### config.mk
export PLATFORM = sky130hd
export DESIGN_NAME = matrix_multiply_unit
export DESIGN_NICKNAME = d
export VERILOG_FILES = /design/src/rtl/mmu_pkg.sv /design/src/rtl/mmu_ram.sv /design/src/rtl/matrix_multiply_unit.sv
export SDC_FILE = /design/constraint.sdc
export NUM_CORES = 2
export LEC_CHECK = 0
export BUFFER_PORTS_ARGS = -buffer_cell sky130_fd_sc_hd__buf_2
export CELL_PAD_IN_SITES_DETAIL_PLACEMENT = 1
export CELL_PAD_IN_SITES_GLOBAL_PLACEMENT = 1
export CORE_MARGIN = 2
export CORE_UTILIZATION = 50
export DETAILED_ROUTE_END_ITERATION = 7
export PLACE_DENSITY_LB_ADDON = 0.1
export SLEW_MARGIN = 25
export SYNTH_ARGS = -nofsm -noshare
export SYNTH_HDL_FRONTEND = slang
export SYNTH_SLANG_ARGS = --single-unit
### constraint.sdc
create_clock -name clk_i -period 13.67 [get_ports clk_i]
set_clock_uncertainty 0.2 [all_clocks]
set_input_delay 2.734 -clock clk_i [delete_from_list [all_inputs] [get_ports clk_i]]
set_output_delay 2.734 -clock clk_i [all_outputs]
set_load 0.005 [all_outputs]
### src/rtl/mmu_pkg.sv
// Shared widths, codes and pipeline tag type for the matrix multiply unit.
package mmu_pkg;

  localparam int MAX_DIM_DEF = 8;

  localparam int DIM_W  = 4;
  localparam int IDX_W  = 3;
  localparam int ELEM_W = 16;
  localparam int PROD_W = 2 * ELEM_W;
  localparam int VAL_W  = 35;

  localparam int IN_TDATA_W  = 24;
  localparam int OUT_TDATA_W = 48;
  localparam int FUNC_W      = 2;
  localparam int CFG_ADDR_W  = 2;

  typedef enum logic [FUNC_W-1:0] {
    FUNC_WR_A    = 2'd0,
    FUNC_WR_B    = 2'd1,
    FUNC_COMPUTE = 2'd2
  } func_e;

  typedef enum logic [CFG_ADDR_W-1:0] {
    CFG_ROWS_A = 2'd0,
    CFG_COLS_A = 2'd1,
    CFG_ROWS_B = 2'd2,
    CFG_COLS_B = 2'd3
  } cfg_reg_e;

  typedef enum logic [3:0] {
    ST_IDLE  = 4'b0001,
    ST_NEXT  = 4'b0010,
    ST_ISSUE = 4'b0100,
    ST_DRAIN = 4'b1000
  } state_e;

  // Travels alongside each multiply-accumulate step through the pipeline.
  typedef struct packed {
    logic             first_k;
    logic             last_k;
    logic             last_elem;
    logic             zero;
    logic [IDX_W-1:0] row;
    logic [IDX_W-1:0] col;
  } tag_t;

endpackage

### src/rtl/mmu_ram.sv
// Generic single-port-write, single-port-read RAM with a registered read.
module mmu_ram #(
  parameter int WIDTH = 16,
  parameter int DEPTH = 64
) (
  input  logic                     clk_i,
  input  logic                     we_i,
  input  logic [$clog2(DEPTH)-1:0] waddr_i,
  input  logic [WIDTH-1:0]         wdata_i,
  input  logic [$clog2(DEPTH)-1:0] raddr_i,
  output logic [WIDTH-1:0]         rdata_o
);

  logic [WIDTH-1:0] mem_q [DEPTH];
  logic [WIDTH-1:0] rdata_q;

  always_ff @(posedge clk_i) begin
    if (we_i) begin
      mem_q[waddr_i] <= wdata_i;
    end
    rdata_q <= mem_q[raddr_i];
  end

  assign rdata_o = rdata_q;

endmodule

### src/rtl/matrix_multiply_unit.sv
// Matrix multiply unit: two element stores and a multiply-accumulate sequencer.
//
// Load requests write one element of A or B and are taken back to back while the
// unit is idle. A compute request walks C in row-major order; each element takes
// as many multiply-accumulate steps as the effective inner dimension (cols_a, or
// a single step when the dimensions mismatch or the inner dimension is zero), with
// the single read port of each store delivering one A and one B element per cycle;
// the read/multiply/accumulate pipeline drains before the next element starts, and
// each element also waits until the result at the output has been taken.
// While a compute request runs, no new request is taken, so the stores are never
// written and read at the same time. Stores hold nothing useful until written.
module matrix_multiply_unit
  import mmu_pkg::*;
#(
  parameter int MAX_DIM = MAX_DIM_DEF
) (
  input  logic                   clk_i,
  input  logic                   rst_ni,
  // Input requests.
  input  logic                   s_axis_tvalid,
  output logic                   s_axis_tready,
  // tdata: row_index[2:0], col_index[5:3], elem_value[21:6], zero pad [23:22]
  input  logic [IN_TDATA_W-1:0]  s_axis_tdata,
  // tuser: func[1:0]
  input  logic [FUNC_W-1:0]      s_axis_tuser,
  // Product elements.
  output logic                   m_axis_tvalid,
  input  logic                   m_axis_tready,
  // tdata: out_row[2:0], out_col[5:3], out_value[40:6], zero pad [47:41]
  output logic [OUT_TDATA_W-1:0] m_axis_tdata,
  output logic                   m_axis_tlast,
  // tuser: dim_error[0]
  output logic                   m_axis_tuser,
  // Configuration writes.
  input  logic                   cfg_we_i,
  input  logic [CFG_ADDR_W-1:0]  cfg_addr_i,
  input  logic [DIM_W-1:0]       cfg_wdata_i
);

  localparam int Depth = MAX_DIM * MAX_DIM;
  localparam int AddrW = $clog2(Depth);
  localparam int IdxW  = $clog2(MAX_DIM);
  localparam logic [DIM_W-1:0] MaxDimV = DIM_W'(MAX_DIM);

  // Configuration registers.
  logic [DIM_W-1:0] rows_a_q, cols_a_q, rows_b_q, cols_b_q;

  always_ff @(posedge clk_i or negedge rst_ni) begin
    if (!rst_ni) begin
      rows_a_q <= DIM_W'(1);
      cols_a_q <= DIM_W'(1);
      rows_b_q <= DIM_W'(1);
      cols_b_q <= DIM_W'(1);
    end else if (cfg_we_i) begin
      unique case (cfg_reg_e'(cfg_addr_i))
        CFG_ROWS_A: rows_a_q <= cfg_wdata_i;
        CFG_COLS_A: cols_a_q <= cfg_wdata_i;
        CFG_ROWS_B: rows_b_q <= cfg_wdata_i;
        CFG_COLS_B: cols_b_q <= cfg_wdata_i;
        default: ;
      endcase
    end
  end

  logic [DIM_W-1:0] m_dim, n_dim, inner_dim, rows_b_dim, k_count;
  logic             mismatch, zero_sum;

  always_comb begin
    m_dim      = (rows_a_q > MaxDimV) ? MaxDimV : rows_a_q;
    inner_dim  = (cols_a_q > MaxDimV) ? MaxDimV : cols_a_q;
    rows_b_dim = (rows_b_q > MaxDimV) ? MaxDimV : rows_b_q;
    n_dim      = (cols_b_q > MaxDimV) ? MaxDimV : cols_b_q;
    mismatch   = (inner_dim != rows_b_dim);
    // With a mismatch or an empty inner dimension each element is a single
    // step whose product is forced to zero.
    zero_sum   = mismatch || (inner_dim == '0);
    k_count    = zero_sum ? DIM_W'(1) : inner_dim;
  end

  // Input request decode.
  func_e             in_func;
  logic [IDX_W-1:0]  in_row, in_col;
  logic [ELEM_W-1:0] in_elem;
  logic              in_accept, in_range;

  assign in_func   = func_e'(s_axis_tuser);
  assign in_row    = s_axis_tdata[IDX_W-1:0];
  assign in_col    = s_axis_tdata[2*IDX_W-1:IDX_W];
  assign in_elem   = s_axis_tdata[2*IDX_W+ELEM_W-1:2*IDX_W];
  assign in_accept = s_axis_tvalid && s_axis_tready;
  assign in_range  = (int'(in_row) < MAX_DIM) && (int'(in_col) < MAX_DIM);

  logic             a_we, b_we;
  logic [AddrW-1:0] waddr, a_raddr, b_raddr;

  always_comb begin
    a_we = 1'b0;
    b_we = 1'b0;
    case (in_func)
      FUNC_WR_A: a_we = in_accept && in_range;
      FUNC_WR_B: b_we = in_accept && in_range;
      default: ;
    endcase
  end

  assign waddr = AddrW'(int'(in_row) * MAX_DIM + int'(in_col));

  // Sequencer.
  state_e          state_q, state_d;
  logic [IdxW-1:0] i_q, i_d, j_q, j_d, k_q, k_d;
  logic            out_free, k_last, i_last, j_last, issue;

  assign out_free = !m_axis_tvalid || m_axis_tready;
  assign k_last   = (DIM_W'(k_q) == k_count - DIM_W'(1));
  assign i_last   = (DIM_W'(i_q) == m_dim - DIM_W'(1));
  assign j_last   = (DIM_W'(j_q) == n_dim - DIM_W'(1));
  assign issue    = (state_q == ST_ISSUE);

  assign a_raddr = AddrW'(int'(i_q) * MAX_DIM + int'(k_q));
  assign b_raddr = AddrW'(int'(k_q) * MAX_DIM + int'(j_q));

  // Pipeline: read stage, product stage, accumulate stage into acc_q; the final sum loads the output register.
  logic                     v1_q, v2_q;
  tag_t                     tag0, tag1_q, tag2_q;
  logic [ELEM_W-1:0]        a_rdata, b_rdata;
  logic signed [PROD_W-1:0] prod1;
  logic signed [PROD_W-1:0] prod2_q;
  logic signed [VAL_W-1:0]  acc_q, sum_w;
  logic                     land;

  assign land = v2_q && tag2_q.last_k;

  always_comb begin
    state_d = state_q;
    i_d     = i_q;
    j_d     = j_q;
    k_d     = k_q;
    unique case (state_q)
      ST_IDLE: begin
        if (in_accept && in_func == FUNC_COMPUTE && m_dim != '0 && n_dim != '0) begin
          i_d     = '0;
          j_d     = '0;
          state_d = ST_NEXT;
        end
      end
      ST_NEXT: begin
        // Start an element only once the output register is sure to be empty.
        if (out_free) begin
          k_d     = '0;
          state_d = ST_ISSUE;
        end
      end
      ST_ISSUE: begin
        k_d = k_q + IdxW'(1);
        if (k_last) begin
          state_d = ST_DRAIN;
        end
      end
      ST_DRAIN: begin
        if (land) begin
          if (i_last && j_last) begin
            state_d = ST_IDLE;
          end else begin
            state_d = ST_NEXT;
            if (j_last) begin
              j_d = '0;
              i_d = i_q + IdxW'(1);
            end else begin
              j_d = j_q + IdxW'(1);
            end
          end
        end
      end
      default: state_d = ST_IDLE;
    endcase
  end

  always_ff @(posedge clk_i or negedge rst_ni) begin
    if (!rst_ni) begin
      state_q <= ST_IDLE;
      i_q     <= '0;
      j_q     <= '0;
      k_q     <= '0;
    end else begin
      state_q <= state_d;
      i_q     <= i_d;
      j_q     <= j_d;
      k_q     <= k_d;
    end
  end

  assign s_axis_tready = (state_q == ST_IDLE);

  mmu_ram #(
    .WIDTH(ELEM_W),
    .DEPTH(Depth)
  ) u_a_store (
    .clk_i  (clk_i),
    .we_i   (a_we),
    .waddr_i(waddr),
    .wdata_i(in_elem),
    .raddr_i(a_raddr),
    .rdata_o(a_rdata)
  );

  mmu_ram #(
    .WIDTH(ELEM_W),
    .DEPTH(Depth)
  ) u_b_store (
    .clk_i  (clk_i),
    .we_i   (b_we),
    .waddr_i(waddr),
    .wdata_i(in_elem),
    .raddr_i(b_raddr),
    .rdata_o(b_rdata)
  );

  always_comb begin
    tag0.first_k   = (k_q == '0);
    tag0.last_k    = k_last;
    tag0.last_elem = i_last && j_last;
    tag0.zero      = zero_sum;
    tag0.row       = IDX_W'(i_q);
    tag0.col       = IDX_W'(j_q);
  end

  always_ff @(posedge clk_i or negedge rst_ni) begin
    if (!rst_ni) begin
      v1_q <= 1'b0;
      v2_q <= 1'b0;
    end else begin
      v1_q <= issue;
      v2_q <= v1_q;
    end
  end

  // The product is formed on its own so that it stays a signed multiply.
  assign prod1 = $signed(a_rdata) * $signed(b_rdata);

  always_ff @(posedge clk_i) begin
    tag1_q  <= tag0;
    tag2_q  <= tag1_q;
    prod2_q <= tag1_q.zero ? '0 : prod1;
  end

  assign sum_w = (tag2_q.first_k ? '0 : acc_q)
               + {{(VAL_W-PROD_W){prod2_q[PROD_W-1]}}, prod2_q};

  always_ff @(posedge clk_i) begin
    if (v2_q) begin
      acc_q <= sum_w;
    end
  end

  // Output register.
  logic                    out_valid_q;
  logic [IDX_W-1:0]        out_row_q, out_col_q;
  logic signed [VAL_W-1:0] out_value_q;
  logic                    out_last_q, out_err_q;

  always_ff @(posedge clk_i or negedge rst_ni) begin
    if (!rst_ni) begin
      out_valid_q <= 1'b0;
    end else if (land) begin
      out_valid_q <= 1'b1;
    end else if (m_axis_tready) begin
      out_valid_q <= 1'b0;
    end
  end

  always_ff @(posedge clk_i) begin
    if (land) begin
      out_row_q   <= tag2_q.row;
      out_col_q   <= tag2_q.col;
      out_value_q <= sum_w;
      out_last_q  <= tag2_q.last_elem;
      out_err_q   <= mismatch;
    end
  end

  assign m_axis_tvalid = out_valid_q;
  assign m_axis_tdata  = {(OUT_TDATA_W-VAL_W-2*IDX_W)'(0), out_value_q, out_col_q, out_row_q};
  assign m_axis_tlast  = out_last_q;
  assign m_axis_tuser  = out_err_q;

  // A finished element must never land on a result that is still waiting.
  assert property (@(posedge clk_i) disable iff (!rst_ni)
    land |-> (!m_axis_tvalid || m_axis_tready))
    else $error("result overwrote a pending output element");

  // The stores are only written while no compute request is running.
  assert property (@(posedge clk_i) disable iff (!rst_ni)
    (state_q != ST_IDLE) |-> (!a_we && !b_we))
    else $error("store written during a compute request");

  // Each element finishes while the sequencer waits for it.
  assert property (@(posedge clk_i) disable iff (!rst_ni)
    land |-> (state_q == ST_DRAIN))
    else $error("element finished outside the drain phase");

  // The inner counter stays within the step count of the element.
  assert property (@(posedge clk_i) disable iff (!rst_ni)
    issue |-> (DIM_W'(k_q) < k_count))
    else $error("inner step counter out of range");

endmodule
== After elaboration in Yosys (flattened, before gate mapping) ==
Memories as Yosys holds them, arrays and structs flattened. A register that Yosys moved wholly into a read port is not among the register bits.
Index checks and enable logic that the tools add are counted.

* Add/sub/neg operators: 10
* Multipliers: 1
* Order comparisons: 4
* Eq/ne operators: 19
* Muxes and demuxes: 31
* Reduce and logical (&&, ||, !) cells: 26

{| class="wikitable"
|+ Operator list
! cell !! count
|-
| $mux 4 || 9
|-
| $add 35x35->35 || 1
|-
| $mux 35 || 1
|-
| $mul 16x16->32 || 1
|-
| $mux 3 || 8
|-
| $add 6x3->6 || 3
|-
| $pmux 3 s2 || 3
|-
| $gt 4x4->1 const B || 4
|-
| $pmux 4 s4 || 1
|-
| $eq 3x4->1 || 3
|-
| $sub 4x1->4 const B || 3
|-
| $ne 2x2->1 const B || 5
|-
| $reduce_and 2->1 || 5
|-
| $add 3x1->3 const B || 3
|-
| $mux 1 || 8
|-
| $reduce_and 4->1 || 2
|-
| $reduce_bool 4->1 || 2
|-
| $eq 2x2->1 const B || 3
|-
| $logic_and 1x1->1 || 6
|-
| $reduce_bool 2->1 || 3
|-
| $reduce_and 5->1 || 1
|-
| $eq 2x1->1 const B || 2
|-
| $eq 4x1->1 const B || 1
|-
| $eq 4x2->1 const B || 1
|-
| 10 further kinds || 12
|}

* Bits in registers: 161
* RAM bits: 2048
* Input port bits: 37
* Output and inout bits: 52
* Memories: 2

{| class="wikitable"
|+ Memories
! memory !! depth !! bits a word !! rd ports !! clocked after Yosys merged registers in !! write ports !! line !! RTL
|-
| u_a_store.mem_q || 64 || 16 || 1 || 1 || 1 || mmu_ram.sv:14 || <nowiki>logic [WIDTH-1:0] mem_q [DEPTH];</nowiki>
|-
| u_b_store.mem_q || 64 || 16 || 1 || 1 || 1 || mmu_ram.sv:14 ||
|}

== Logic depth before layout (Yosys ltp) ==
* Depth in word-level cells: 9
* Gate-level depth with buffers: 23
* Depth with buffers taken out: 22

== Modules after synthesis ==
From an unflattened synthesis, not the netlist that was laid out.

* Cell total of the unflattened synthesis: 5356
* Area total of the unflattened synthesis: 97177.0 um^2

{| class="wikitable"
|+ By module, submodules not included
! module !! times used !! cells each !! area each (um^2)
|-
| mmu_ram || 2 || 1829 || 40042.2
|-
| matrix_multiply_unit || 1 || 1698 || 17092.6
|}

== Least setup slack after synthesis ==
OpenSTA, ideal clock, no wires.

* Kind: flip-flop to flip-flop
* Start: register u_a_store.rdata_q[11] (netlist: u_a_store.rdata_o[11]) (read register of u_a_store.mem_q)
* End: register prod2_q[29]
* Setup time: 0.071 ns
* Arrival: 5.820 ns
* Slack: 7.579 ns
* Cell stages (with the launch flop): 22
* Buffers on the path: 1
* Cell sequence: dfxtp_1 > clkbuf_1 > nand2_1 > fa_1 > fa_1 > fa_1 > inv_1 > fa_1 > fa_1 > inv_1 > fa_1 > inv_1 > ha_1 > a21o_1 > a21o_1 > a21oi_1 > a31o_1 > a311oi_2 > a221oi_1 > o211a_1 > or3_1 > a21oi_1

* Word-level cells in the longest chain between the ends: 1

{| class="wikitable"
|+ Ends and longest elaborated chain
! element !! line !! RTL
|-
| start: declaration || mmu_ram.sv:15 || <nowiki>logic [WIDTH-1:0] rdata_q;</nowiki>
|-
| $mul 16x16->32 || matrix_multiply_unit.sv:238 || <nowiki>assign prod1 = $signed(a_rdata) * $signed(b_rdata);</nowiki>
|-
| end signal: assignment || matrix_multiply_unit.sv:243 || <nowiki>prod2_q <= tag1_q.zero ? '0 : prod1;</nowiki>
|-
| end: declaration || matrix_multiply_unit.sv:127 || <nowiki>logic signed [PROD_W-1:0] prod2_q;</nowiki>
|}

No other way between the ends.
A chain may end at the register's enable or synchronous reset.

== Worst setup path in the final report ==
* Start: register u_b_store.rdata_q[2] (netlist: u_b_store.rdata_o[2]) (read register of u_b_store.mem_q)
* End: register prod2_q[29]

* Word-level cells in the longest chain between the ends: 1

{| class="wikitable"
|+ Ends and longest elaborated chain
! element !! line
|-
| start: declaration || mmu_ram.sv:15
|-
| $mul 16x16->32 || matrix_multiply_unit.sv:238
|}

No other way between the ends.

==> impl_metrics.csv <==
group,metric,value,unit
route,dr.pass1.iters,5,
timing,tightest_slew,1.07,ns
clocking,cts_hold_buf,0,
setup_path,arrival,7.51,ns
route,wirelength,234000,um
layout,regArea,0.0663,sq mm
clocking,cts.repair.resized,0,
global_route,grt_overflow,0,
route,vias,46003,
setup_path,rrSetupSlack,6.69,ns
setup_path,critPathRequiredTime,14.20,ns
layout,fillerInstances,16372,
setup_path,critPathMaxStageDelay,0.91,ns
place,portBuffers,79,
die,start_util,50.3,%
layout,finish.instance_area,0.107,sq mm
global_route,met2_usage,39.8,%
synth,seq_area_frac_synth,69.2,%
synth,synth_cell_types,74,
route,drc_errors,0,
synth,yosysTopAreaCell,"edfxtp_1",
setup_path,critPathMaxFanout,16,
timing,fin_crit,6.98,ns
power,power.leakage,35.9,nW
timing,max_freq,143,MHz
die,row_count,160,
route,wl_per_cell,30.2,um
layout,multi_input_area,0.0274,sq mm
timing,relSlewSlack,28.7,%
synth,synth-edff-count,2126,
setup_path,r2r-start,"u_b_store.rdata_o[2]",
timing,slew_viol_final,0,
die,die_w,442,um
global_route,grt_start_max_net_pins,113,
synth,synth.top_cells.by_count,"edfxtp_1 (2126), mux4_2 (672), inv_1 (324), fa_1 (263), nor2_1 (210)",
run_status,status,"complete, no violations",
setup_path,critPathSlowestCell,"dfxtp_1",
layout,drive_gt1_share,24.7,%
setup_path,reg2regPathDepth,20,
min_path,hold_path.startpoint,"tag1_q[8]",
synth,syn_area,0.0958,sq mm
place,post-dp-hpwl,141000,um
clocking,clk_pin_slew,0.06,ns
synth,yosysMostFrequentCell,"edfxtp_1",
synth,syn_area_per_cell,20.0,sq um
clocking,cts_sinks,2241,
setup_path,critPathMostFrequentCell,"fa_1",
clocking,htree_num_levels,4,
global_route,grt_usage,24.4,%
global_route,antenna_found_initial,16,
synth,yosys_warnings,0,
setup_path,critical_path.cell_chain,"nand2_1 -> fa_1 -> fa_1 -> fa_1 -> inv_1 -> fa_1 -> fa_1 -> inv_1 -> fa_1 -> inv_1 -> ha_1 -> a21o_1 -> a21o_1 -> a21oi_1 -> a31o_1 -> a311oi_2 -> a221oi_1 -> o211a_1 -> or3_1 -> a21oi_1",
layout,area_delta_synth_final,11.6,%
place,placed_area,0.0998,sq mm
synth,synth.top_cells.by_area,"edfxtp_1 (67%), mux4_2 (16%), fa_1 (5.5%)",
synth,async_flop_share,1.43,%
global_route,grt_use_met3,4.31,%
global_route,busiest_layer,"met2",
timing,hold_violations,0,
timing,rsz0062_at_grt,"false",
die,pin_count,89,
setup_path,regToRegEndpoint,"prod2_q[29]",
setup_path,cp-start-kind,"flop",
power,cellPowerDensity,129,mW/mm^2
timing,setup_viol,0,
timing,finalSetupTns,0,ns
clocking,tritoncts,"done",
route,postRouteAntennaNets,0,
clocking,cts.path.max_buffers,3,
layout,nets,5475,
synth,yosys_register_bits,2241,
die,die_area,0.195,sq mm
route,drt_iter0_markers,4000,
die,die_h,442,um
clocking,cts_buffers,222,
die,core-area,0.190,sq mm
min_path,hold_depth,0,
synth,synth_top_flop_cell,"edfxtp_1",
setup_path,cp-end-kind,"flop",
power,ir_worst_vdd,0.111,mV
global_route,grt_pass1_wl,345000,um
timing,period_share,51.1,%
setup_path,worst-setup-path-type,"flop to flop",
synth,synthCells,4788,
run,cap_violations,0,
route,vias_per_cell,5.93,
clocking,worstSkewPairLatency,0.86,ns
clocking,ctsRootBufferMaster,"clkbuf_16",
min_path,hold-path-endpoint,"tag2_q[8]",
min_path,hold_class,"flop to flop",
global_route,gr-usage-met1,34.4,%
synth,yosysTopAreaCellShare,66.6,%
global_route,grt_pass1_vias,49753,
place,gp_congestion,0.774,
clocking,postCtsSetupRepairBufs,0,
-- routing by layer --
layer / part of all wire, % / wire [um]
met5: 0.028 / 65
met4: 2.6 / 6020
met3: 6.1 / 14400
met2: 49 / 115000
met1: 42 / 98900
-- logic make-up (layout without fill, tap and decap cells) --
family	Yosys count	in the layout	synth area share, %
AOI/OAI and AO/OA	185	185	1.31
xor gates and xnor gates	76	76	0.695
adders and majority gates	387	387	7.11
buffers and inverters	541	983	2.34
DFF	2241	2241	69.2
muxes	689	689	16.0
other	1	13	0.00391
and+or+nand+nor	668	668	3.37
-- cells in the final DEF (no fill, tap or decap), drive strengths merged, types with 98 or more instances in the layout --
cell,count
buf,250
ha,124
edfxtp,2126
clkinv,98
nand2,175
fa,263
mux4,672
inv,334
and2,119
nor2,210
clkbuf,275
-- flip-flops by register name, summed over array words and instances (netlist names), 4 cells and up --
register and cells:
u_a_store.rdata_o 16, tag1_q 10, tag2_q 9, out_value_q 35, state_q 4, u_a_store.mem_q 1024
u_b_store.mem_q 1024, acc_q 35, u_b_store.rdata_o 16, rows_b_q 4, cols_a_q 4, cols_b_q 4
rows_a_q 4, prod2_q 32
-- power by group --
| group | internal [mW] | total (mW) | switching (mW) |
|---|---|---|---|
| clock | 3.39 | 5.99 | 2.60 |
| combinational | 0.0812 | 0.289 | 0.207 |
| sequential | 7.54 | 7.56 | 0.0149 |
-- worst max-delay path by stage --
stage | startpoint | endpoint
after floorplan | u_a_store.rdata_o[11] | prod2_q[29]
after global placement | u_a_store.rdata_o[10] | prod2_q[29]
after detailed placement | u_b_store.rdata_o[2] | prod2_q[29]
after CTS | u_b_store.rdata_o[2] | prod2_q[29]
after global routing | u_b_store.rdata_o[2] | prod2_q[27]
final | u_b_store.rdata_o[2] | prod2_q[29]
-- area by class of cell --
cell class,instances,area share (%)
sequential,2241,62.0
timing repair buffer,250,1.65
multi-input combinational,2012,25.6
clock buffer,275,5.47
tap,2511,2.94
clock inverter,134,1.18
antenna,6,0.0140
inverter,324,1.14
-- per-stage QoR --
step	hold WS, ns	power, mW	instances	utilization, %	worst slack (ns)
2_1_floorplan	0.110	7.84	4794	-	7.58
3_3_place_gp	0.110	7.98	7337	52.4	6.79
3_5_place_dp	0.115	8.00	7337	52.4	6.73
4_1_cts	0.131	14.0	7746	56.2	6.65
5_1_grt	0.138	14.2	7747	56.2	6.43
6_report	0.128	13.8	7753	56.2	6.69
-- worst max-delay path: cells and delay by family (launching register included) --
kind            cells  cell delay (ns)
buf+inv             3             0.15
compound gates      8             1.71
fa+ha+maj           7             3.40
flops               1             0.91
simple gates        2             0.49
Power figures use the tool's default switching activity.
